==> src/ddam_pkg.sv <==
// constants and types shared by the decimal digit array multiplier
// no dependencies
package ddam_pkg;

  localparam int MAX_DIGITS = 32;
  localparam int DIGIT_W    = 4;
  localparam int DIG_AW     = (MAX_DIGITS > 1) ? $clog2(MAX_DIGITS) : 1;
  localparam int LEN_W      = $clog2(MAX_DIGITS + 1);
  localparam int COL_DEPTH  = 2 * MAX_DIGITS;
  localparam int COL_AW     = $clog2(COL_DEPTH);
  localparam int TOT_W      = $clog2(COL_DEPTH + 1);
  localparam int COL_W      = 13;
  localparam int RECIP_SHIFT = 16;
  localparam int RECIP_W    = RECIP_SHIFT + COL_W;

  typedef logic [DIGIT_W-1:0] digit_t;
  typedef logic [COL_W-1:0]   col_t;
  typedef logic [LEN_W-1:0]   len_t;
  typedef logic [TOT_W-1:0]   tot_t;

  localparam digit_t MAX_DEC  = digit_t'(9);
  localparam col_t   DEC_BASE = col_t'(10);
  localparam logic [RECIP_W-1:0] RECIP = RECIP_W'(6554);

endpackage

==> src/decimal_digit_array_multiplier.sv <==
// top level: schoolbook decimal multiplier with one shared multiply-accumulate unit
// depends on ddam_pkg and ddam_ram
//
//   channel | handshake          | payload
//   --------+--------------------+------------------------------
//   in      | in_valid/in_stall  | operand, digit, last
//   out     | out_valid/out_stall| product_digit, last_digit
//
// a digit beat is taken while in_stall is low; the beat marked last starts the product
// a product of la by lb digits, total = la + lb, runs column clear, then
//   multiply-accumulate, carry pass and readout in that order, all through
//   the single column ram port pair
// in_stall stays high from the last beat until the final product digit is taken
// out_stall holds the current product digit; rst is synchronous and clears control state
module decimal_digit_array_multiplier (
  input  logic       clk,
  input  logic       rst,
  input  logic       in_valid,
  output logic       in_stall,
  input  logic       operand,
  input  logic [3:0] digit,
  input  logic       last,
  output logic       out_valid,
  input  logic       out_stall,
  output logic [3:0] product_digit,
  output logic       last_digit
);
  import ddam_pkg::*;

  typedef enum logic [3:0] {
    S_LOAD, S_CLEAR, S_MAC_RD, S_MAC_WR, S_CR_RD, S_CR_SUM, S_CR_DIV, S_CR_WR,
    S_OUT_RD, S_OUT_LD, S_OUT_WAIT
  } state_t;

  state_t state;
  len_t len_a, len_b;
  tot_t total, k;
  logic [DIG_AW-1:0] ia, ib;
  col_t carry, v, q;

  logic in_acc;
  digit_t din;
  logic wr_a, wr_b;
  len_t len_a_next, len_b_next;
  tot_t total_next;

  digit_t rd_a, rd_b;
  col_t col_rd, col_wdata, col_sum, rem;
  logic col_we;
  logic [COL_AW-1:0] col_waddr, col_raddr, mac_col;
  logic [RECIP_W-1:0] recip_prod;
  logic [2*DIGIT_W-1:0] prod;

  assign in_stall = (state != S_LOAD);
  assign in_acc   = in_valid && !in_stall;
  assign din      = (digit > MAX_DEC) ? MAX_DEC : digit;

  always_comb begin
    wr_a = in_acc && !operand && (len_a < len_t'(MAX_DIGITS));
    wr_b = in_acc && operand && (len_b < len_t'(MAX_DIGITS));
    len_a_next = wr_a ? len_t'(len_a + len_t'(1)) : len_a;
    len_b_next = wr_b ? len_t'(len_b + len_t'(1)) : len_b;
    total_next = tot_t'(len_a_next) + tot_t'(len_b_next);
  end

  ddam_ram #(.WIDTH(DIGIT_W), .DEPTH(MAX_DIGITS)) u_first (
    .clk(clk), .we(wr_a), .waddr(len_a[DIG_AW-1:0]), .wdata(din),
    .raddr(ia), .rdata(rd_a)
  );

  ddam_ram #(.WIDTH(DIGIT_W), .DEPTH(MAX_DIGITS)) u_second (
    .clk(clk), .we(wr_b), .waddr(len_b[DIG_AW-1:0]), .wdata(din),
    .raddr(ib), .rdata(rd_b)
  );

  ddam_ram #(.WIDTH(COL_W), .DEPTH(COL_DEPTH)) u_cols (
    .clk(clk), .we(col_we), .waddr(col_waddr), .wdata(col_wdata),
    .raddr(col_raddr), .rdata(col_rd)
  );

  always_comb begin
    mac_col    = COL_AW'(tot_t'(ia) + tot_t'(ib) + tot_t'(1));
    prod       = rd_a * rd_b;
    col_sum    = col_t'(col_rd + col_t'(prod));
    recip_prod = RECIP_W'(v) * RECIP;
    rem        = col_t'(v - col_t'(q * DEC_BASE));
    col_we     = 1'b0;
    col_waddr  = k[COL_AW-1:0];
    col_wdata  = '0;
    col_raddr  = k[COL_AW-1:0];
    unique case (state)
      S_CLEAR: begin
        col_we = 1'b1;
      end
      S_MAC_RD: begin
        col_raddr = mac_col;
      end
      S_MAC_WR: begin
        col_we    = 1'b1;
        col_waddr = mac_col;
        col_raddr = mac_col;
        col_wdata = col_sum;
      end
      S_CR_WR: begin
        col_we    = 1'b1;
        col_wdata = rem;
      end
      default: begin
      end
    endcase
  end

  always_ff @(posedge clk) begin
    if (rst) begin
      state     <= S_LOAD;
      len_a     <= '0;
      len_b     <= '0;
      out_valid <= 1'b0;
    end else begin
      unique case (state)
        S_LOAD: begin
          if (in_acc) begin
            len_a <= len_a_next;
            len_b <= len_b_next;
            if (last) begin
              total <= total_next;
              k     <= '0;
              state <= (total_next == '0) ? S_LOAD : S_CLEAR;
            end
          end
        end
        S_CLEAR: begin
          if (k == tot_t'(total - tot_t'(1))) begin
            ia    <= '0;
            ib    <= '0;
            k     <= tot_t'(total - tot_t'(1));
            carry <= '0;
            state <= (len_a != '0 && len_b != '0) ? S_MAC_RD : S_CR_RD;
          end else begin
            k <= tot_t'(k + tot_t'(1));
          end
        end
        S_MAC_RD: begin
          state <= S_MAC_WR;
        end
        S_MAC_WR: begin
          state <= S_MAC_RD;
          if (len_t'(ib) == len_t'(len_b - len_t'(1))) begin
            ib <= '0;
            if (len_t'(ia) == len_t'(len_a - len_t'(1))) begin
              state <= S_CR_RD;
            end else begin
              ia <= DIG_AW'(ia + 1'b1);
            end
          end else begin
            ib <= DIG_AW'(ib + 1'b1);
          end
        end
        S_CR_RD: begin
          state <= S_CR_SUM;
        end
        S_CR_SUM: begin
          v     <= col_t'(col_rd + carry);
          state <= S_CR_DIV;
        end
        S_CR_DIV: begin
          q     <= recip_prod[RECIP_SHIFT +: COL_W];
          state <= S_CR_WR;
        end
        S_CR_WR: begin
          carry <= q;
          if (k == '0) begin
            state <= S_OUT_RD;
          end else begin
            k     <= tot_t'(k - tot_t'(1));
            state <= S_CR_RD;
          end
        end
        S_OUT_RD: begin
          state <= S_OUT_LD;
        end
        S_OUT_LD: begin
          product_digit <= col_rd[DIGIT_W-1:0];
          last_digit    <= (k == tot_t'(total - tot_t'(1)));
          out_valid     <= 1'b1;
          state         <= S_OUT_WAIT;
        end
        S_OUT_WAIT: begin
          if (!out_stall) begin
            out_valid <= 1'b0;
            if (last_digit) begin
              len_a <= '0;
              len_b <= '0;
              state <= S_LOAD;
            end else begin
              k     <= tot_t'(k + tot_t'(1));
              state <= S_OUT_RD;
            end
          end
        end
        default: begin
          state <= S_LOAD;
        end
      endcase
    end
  end

endmodule

==> src/ddam_ram.sv <==
// generic single write port, single read port ram with registered read
// no dependencies
module ddam_ram #(
  parameter int WIDTH = 8,
  parameter int DEPTH = 32
) (
  input  logic                     clk,
  input  logic                     we,
  input  logic [$clog2(DEPTH)-1:0] waddr,
  input  logic [WIDTH-1:0]         wdata,
  input  logic [$clog2(DEPTH)-1:0] raddr,
  output logic [WIDTH-1:0]         rdata
);

  logic [WIDTH-1:0] mem [DEPTH];

  always_ff @(posedge clk) begin
    if (we) begin
      mem[waddr] <= wdata;
    end
    rdata <= mem[raddr];
  end

endmodule
==> config.mk <==
export PLATFORM = sky130hd
export DESIGN_NAME = decimal_digit_array_multiplier
export DESIGN_NICKNAME = d
export VERILOG_FILES = /design/src/ddam_pkg.sv /design/src/decimal_digit_array_multiplier.sv /design/src/ddam_ram.sv
export SDC_FILE = /design/constraint.sdc
export NUM_CORES = 2
export LEC_CHECK = 0
export BUFFER_PORTS_ARGS = -buffer_cell sky130_fd_sc_hd__clkbuf_2
export CORE_MARGIN = 1.5
export CORE_UTILIZATION = 45
export CTS_CLUSTER_DIAMETER = 30
export DETAILED_ROUTE_END_ITERATION = 8
export PLACE_DENSITY = 0.61
export SETUP_SLACK_MARGIN = 0.02
export SLEW_MARGIN = 20
export SYNTH_ARGS = -nofsm -noshare
export SYNTH_HDL_FRONTEND = slang
export SYNTH_SLANG_ARGS = --single-unit
==> constraint.sdc <==
create_clock -name clk -period 7.5 [get_ports clk]
set_clock_uncertainty 0.05 [all_clocks]
set_input_delay 1.125 -clock clk [delete_from_list [all_inputs] [get_ports clk]]
set_output_delay 1.125 -clock clk [all_outputs]
set_load 0.02 [all_outputs]
* Word-level counts from Yosys, hierarchy flattened
Memories as Yosys holds them, arrays and structs flattened. A register that Yosys moved wholly into a read port is not among the register bits.
Cells that the tools add are included.
** Storage, ports and cells
- Bits in registers :: 82
- Bits in latches :: 0
- RAM bits :: 1088
- ROM bits :: 0
- Input port bits :: 10
- Output and inout port bits :: 7
- Logic and storage cells :: 139
- Memories :: 3
** Memory list
- u_cols.mem :: words 64, bits a word 13, read ports 1, clocked after memory_dff 1, wr ports 1, line ddam_ram.sv:15 : logic [WIDTH-1:0] mem [DEPTH];
- u_first.mem :: words 32, bits a word 4, read ports 1, clocked after memory_dff 1, wr ports 1, line ddam_ram.sv:15
- u_second.mem :: words 32, bits a word 4, read ports 1, clocked after memory_dff 1, wr ports 1, line ddam_ram.sv:15
** Operators by class
- $add $sub $neg :: 15
- Multipliers :: 3
- Divide/modulo/power cells :: 0
- $lt $le $gt $ge :: 3
- Equal/unequal tests :: 22
- Shift-type cells :: 0
- Mux-type cells :: 47
- Bitwise logic cells :: 1
- Reductions and logical operators :: 32
** Operators with widths (number)
- 13-bit one-hot mux with 2 select lines :: 2
- 6-bit two-way mux :: 8
- 4-bit one-hot mux with 11 select lines :: 1
- 7-bit two-way mux :: 6
- 4-bit two-way mux :: 7
- 7-bit one-hot mux with 4 select lines :: 1
- 13-bit by 12-bit multiplier with 25-bit output, second input constant :: 1
- 6-bit one-hot mux with 2 select lines :: 2
- 5-bit two-way mux :: 4
- 5-bit one-hot mux with 2 select lines :: 2
- 6-bit by 1-bit adder with 6-bit output, second input constant :: 3
- 2-bit != test, second input constant :: 9
- 4-bit by 3-bit equality test with 1-bit output, second input constant :: 4
- 7-bit zero test :: 2
- 7-bit by 1-bit subtractor with 7-bit output, second input constant :: 2
- 13-bit adder :: 1
- 13-bit by 8-bit adder with 13-bit output :: 1
- 13-bit two-way mux :: 1
- 13-bit subtractor :: 1
- 4-bit equality test, second input constant :: 3
- 5-bit by 6-bit equality test with 1-bit output :: 2
- 6-bit < comparator, second input constant :: 2
- 10-bit by 3-bit multiplier with 12-bit output, second input constant :: 1
- 4-bit AND reduction :: 3
- 26 further kinds :: 54

* Logic depth before layout (Yosys ltp)
- Depth in word-level cells :: 12
- Gate-level depth with buffers :: 18

* Hierarchy
A second synthesis with hierarchy kept.
** Unflattened totals
- Cell total of the unflattened synthesis :: 2892
- Area total of the unflattened synthesis :: 52262.6 um^2
** By module, submodules not included
- ddam_ram (u_cols) :: times used 1, cells an instance 1402, area an instance 32344.8 um^2
- ddam_ram (u_first ...) :: times used 2, cells an instance 231, area an instance 5138.7 um^2
- decimal_digit_array_multiplier :: times used 1, cells an instance 1028, area an instance 9640.5 um^2

* Worst setup path after synthesis
Ideal clock, no wire load.
- Kind :: flip-flop to flip-flop
- From :: register q[1]
- To :: memory u_cols.mem[0][11] in the netlist's numbering, data pin
- Library setup time :: 0.719 ns
- Data arrival time :: 5.537 ns
- Slack :: 1.193 ns
- Stages on the path, launching flop included :: 15
- Period minus slack after synthesis :: 6.307 ns
- Path through :: edfxtp_1 > ha_1 > ha_1 > fa_1 > a21oi_1 > nor2_1 > nor2_1 > o21ai_0 > nor2_1 > xor2_1 > ha_1 > inv_1 > a2111oi_0 > nor3_1 > o31ai_1
** Between the ends
- Word-level cells in the longest chain between the ends :: 3
** RTL lines
- from (decl) :: line decimal_digit_array_multiplier.sv:39 : col_t carry, v, q;
- from (signal assigned) :: line decimal_digit_array_multiplier.sv:167 : q <= recip_prod[RECIP_SHIFT +: COL_W];
- 10-bit by 3-bit multiplier with 12-bit output :: line decimal_digit_array_multiplier.sv:86 : rem = col_t'(v - col_t'(q * DEC_BASE));
- 13-bit subtractor :: line decimal_digit_array_multiplier.sv:86
- 13-bit one-hot mux with 2 select lines :: line decimal_digit_array_multiplier.sv:91 : unique case (state)
- via col_wdata[11] :: line decimal_digit_array_multiplier.sv:48 : col_t col_rd, col_wdata, col_sum, rem;
- to (decl) :: line ddam_ram.sv:15
The timed path passes the listed nets, and every way through them passes these cells.

* Final worst setup path
- From :: register v[3]
- To :: register q[9], data pin
** Between the ends
- Word-level cells in the longest chain between the ends :: 1
** RTL lines
- from (decl) :: line decimal_digit_array_multiplier.sv:39
- from (signal assigned) :: line decimal_digit_array_multiplier.sv:163 : v <= col_t'(col_rd + carry);
- 13-bit by 12-bit multiplier with 25-bit output :: line decimal_digit_array_multiplier.sv:85 : recip_prod = RECIP_W'(v) * RECIP;
- via recip_prod[25] :: line decimal_digit_array_multiplier.sv:51 : logic [RECIP_W-1:0] recip_prod;
The timed path passes the listed nets, and every way through them passes these cells.
A chain may end at the register's enable or synchronous reset.

==> impl_metrics.yaml <==
clocking:
  cts_resized: 0
  htree_levels: 4
  clk_pin_slew_ns: 0.05
  cts_tree: "done"
  clkSinkCount: 1188
  cts_buffer_depth: 3
  numCtsBuffers: 231
  post_cts_buffers: 0
  postCtsHoldBufs: 0
  worstSkewPairLatency_ns: 0.81
  clk_root_buffer_cell: "clkbuf_16"
sta:
  relSlewSlack_pct: 23.4
  fin_crit_sh_pct: 74.3
  hold_viol: 0
  tightest_slew_ns: 1.14
  drv_slew: 0
  setup_tns_ns: 0
  period_needed_ns: 5.58
  max_freq_mhz: 179
  setup_violations: 0
  setup_ws_ns: 1.92
  rsz0062_at_grt: "no"
routing:
  drc_errors: 0
  drt_iter0_drc: 3222
  viasPerCell: 5.71
  antenna_left: 0
  firstDrtPassIters: 6
  wl_microns: 138000
  num_vias: 32800
  wire_per_inst_microns: 24.1
synth:
  synth_seq_cells: 1188
  synth_cell_type_count: 76
  synth_nets: 4016
  ys.warnings.count: 0
  yosys_most_used_dff: "edfxtp_1"
  ys_seq_area_share_pct: 65.6
  synth_cells: 3778
  synthDominantCellAreaShare_pct: 64.1
  synth_area_leader_cell: "edfxtp_1"
  synth_edf_count: 1150
  synth.top_cells.by_count: "edfxtp_1 (1150), nand2_1 (470), nor2_1 (218)"
  yosysMostFrequentCell: "edfxtp_1"
  postSynth.asyncResetShare_pct: 0
  avgSynthCellArea_sq_um: 14.2
  synth.area.top_cells: "edfxtp_1 (64%), mux4_2 (5.7%), ha_1 (4.0%)"
  synth_area_sq_um: 53800
floorplanning:
  die_x_microns: 349
  start_util_pct: 45.5
  die-area_sq_um: 122000
  num_io_pins: 17
  core_area_sq_um: 118000
  die_h_microns: 349
  num_rows: 126
setup_path:
  arrival_ns: 6.00
  criticalPathCategory: "flip-flop to flip-flop"
  required_ns: 7.92
  crit_chain: "ha_1, inv_1, fa_1, inv_1, fa_1, fa_1, inv_1, fa_1, inv_1, ha_1, o21ai_0, a21oi_1, a211oi_1, a31oi_1, a221oi_1, o21ai_0, o41ai_1, xnor2_1"
  cpLargestDelayFamily: "adder cells"
  crit_buf_inv: 4
  cp_max_fo: 6
  setup.worst_path.start_class: "flip-flop"
  end_kind: "flip-flop"
  critPathSlowestCell: "a221oi_1"
  cpPeakStageDelay_ns: 0.52
cells_and_area:
  fillerInstances: 9428
  regArea_sq_um: 35300
  area_growth_pct: 19.6
  drive_gt1_share_pct: 18.0
  multiInputGateArea_sq_um: 17300
  final_net_count: 4170
run_status:
  status: "finished, final reports clean"
placement:
  routabilityCongestion: 0.835
  post-place-ws_ns: 1.97
  portBuffers: 16
  dp.final_hpwl_microns: 84100
global_routing:
  grt_pass1_vias: 32900
  grt_max_degree: 128
  grt_pass1_wl_microns: 208000
  overflow: 0
  antenna_found_initial: 1
  grt.total_usage_pct: 22.8
worst_hold_path:
  worstHoldPathType: "flip-flop to flip-flop"
power:
  leakage_nw: 24.3
  power.density_nw_per_um2: 293
  peakVddDrop_v: 0.000246
run:
  drv_cap: 0
cells by family (layout without fill, tap and decap cells):
kind of cell / after synthesis / in the layout / synth area share (%)
AOI/OAI and AO/OA: 520 / 520 / 6.50
xor gates and xnor gates: 96 / 96 / 1.64
adders and majority gates: 228 / 228 / 6.08
buffers and inverters: 355 / 715 / 2.80
DFF: 1188 / 1188 / 65.6
muxes: 245 / 245 / 7.80
other: 0 / 1 / 0
and+or+nand+nor: 1146 / 1146 / 9.63
layout by cell type, fill, tap and decap left out, drive strengths merged, types with 8 or more instances in the layout:
| cell type | Yosys | layout |
|---|---|---|
| edfxtp | 1150 | 1150 |
| nand2 | 471 | 471 |
| clkbuf | 103 | 276 |
| nor2 | 218 | 218 |
| nand3 | 197 | 197 |
| inv | 159 | 192 |
| ha | 172 | 172 |
| mux4 | 136 | 136 |
| a21oi | 125 | 125 |
| buf | 91 | 99 |
| mux2i | 85 | 85 |
| clkinv | 2 | 83 |
| nor3 | 68 | 68 |
| o21ai | 66 | 66 |
| xnor2 | 61 | 61 |
| fa | 56 | 56 |
| o22ai | 55 | 55 |
| a21o | 47 | 47 |
| o221ai | 46 | 46 |
| a21boi | 42 | 42 |
| dfxtp | 38 | 38 |
| nand4 | 36 | 36 |
| clkinvlp | 0 | 36 |
| xor2 | 32 | 32 |
| bufinv | 0 | 29 |
| and2 | 29 | 29 |
| nor4 | 28 | 28 |
| o211ai | 25 | 25 |
| mux2 | 24 | 24 |
| or3 | 22 | 22 |
| a211oi | 18 | 18 |
| and3 | 17 | 17 |
| nor2b | 17 | 17 |
| o2111ai | 14 | 14 |
| a31oi | 13 | 13 |
| o311ai | 13 | 13 |
| nand2b | 11 | 11 |
| o21a | 9 | 9 |
| a221oi | 8 | 8 |
state kept, by name, indices dropped and copies added (netlist names), 4 cells and up:
name / cells
carry: 10
ia: 5
ib: 5
k: 7
len_a: 6
len_b: 6
product_digit: 4
q: 10
state: 4
total: 7
u_cols.mem: 832
u_cols.rdata: 13
u_first.mem: 128
u_first.rdata: 4
u_second.mem: 128
u_second.rdata: 4
v: 13
through the flow:
step	cells	area (sq um)	total power (W)	utilization, %	hold WS (ns)
6_report	5739	64400	0.0188	54.4	0.507
5_1_grt	5738	64400	0.0194	54.4	0.525
4_1_cts	5734	64300	0.0190	54.3	0.496
3_5_place_dp	5295	56100	0.00848	47.4	0.483
3_3_place_gp	5295	56100	0.00847	47.4	0.484
2_1_floorplan	3778	53800	0.00810	-	0.384
worst reg2reg max path, stage by stage, from the launching register on:
cell	delay (ns)
edfxtp_1	0.51
ha_1	0.35
inv_1	0.06
fa_1	0.50
inv_1	0.05
fa_1	0.46
fa_1	0.49
inv_1	0.05
fa_1	0.48
inv_1	0.05
ha_1	0.32
o21ai_0	0.10
a21oi_1	0.10
a211oi_1	0.20
a31oi_1	0.15
a221oi_1	0.52
o21ai_0	0.32
o41ai_1	0.40
xnor2_1	0.12
final cells by class:
type	count	area share (%)
inverters	161	0.939
well taps	1600	3.11
multi-input cells	2235	27.0
flip-flops and latches	1188	54.8
clock inverters	179	3.33
clock buffers	260	9.34
diodes	1	0.00389
repair buffers	115	1.50
final timing paths:
path	cells past startpoint	from	endpoint	slack [ns]
setup / recovery	18	v[3]$_DFFE_PP_	q[9]$_DFFE_PP_	1.92
hold / removal	2	out_valid$_SDFFE_PP0P_	out_valid$_SDFFE_PP0P_	0.51
setup reg to reg	18	v[3]$_DFFE_PP_	q[9]$_DFFE_PP_	1.92
hold reg to reg	2	out_valid$_SDFFE_PP0P_	out_valid$_SDFFE_PP0P_	0.51
per-layer routing:
| metal | track usage, % | vias up | routed length (microns) |
|---|---|---|---|
| li1 | - | 14800 | - |
| met1 | 30.5 | 16500 | 57500 |
| met2 | 36.8 | 1231 | 66400 |
| met3 | 4.25 | 255 | 9500 |
| met4 | 9.19 | 2 | 4790 |
| met5 | 0 | - | 11 |
power breakdown:
part	leakage [nW]	internal, W	switching, W
combinational	7.77	0.000341	0.000667
sequential	12.6	0.00726	0.0000954
clock	3.88	0.00683	0.00364
(Power assumes the default switching activity.)
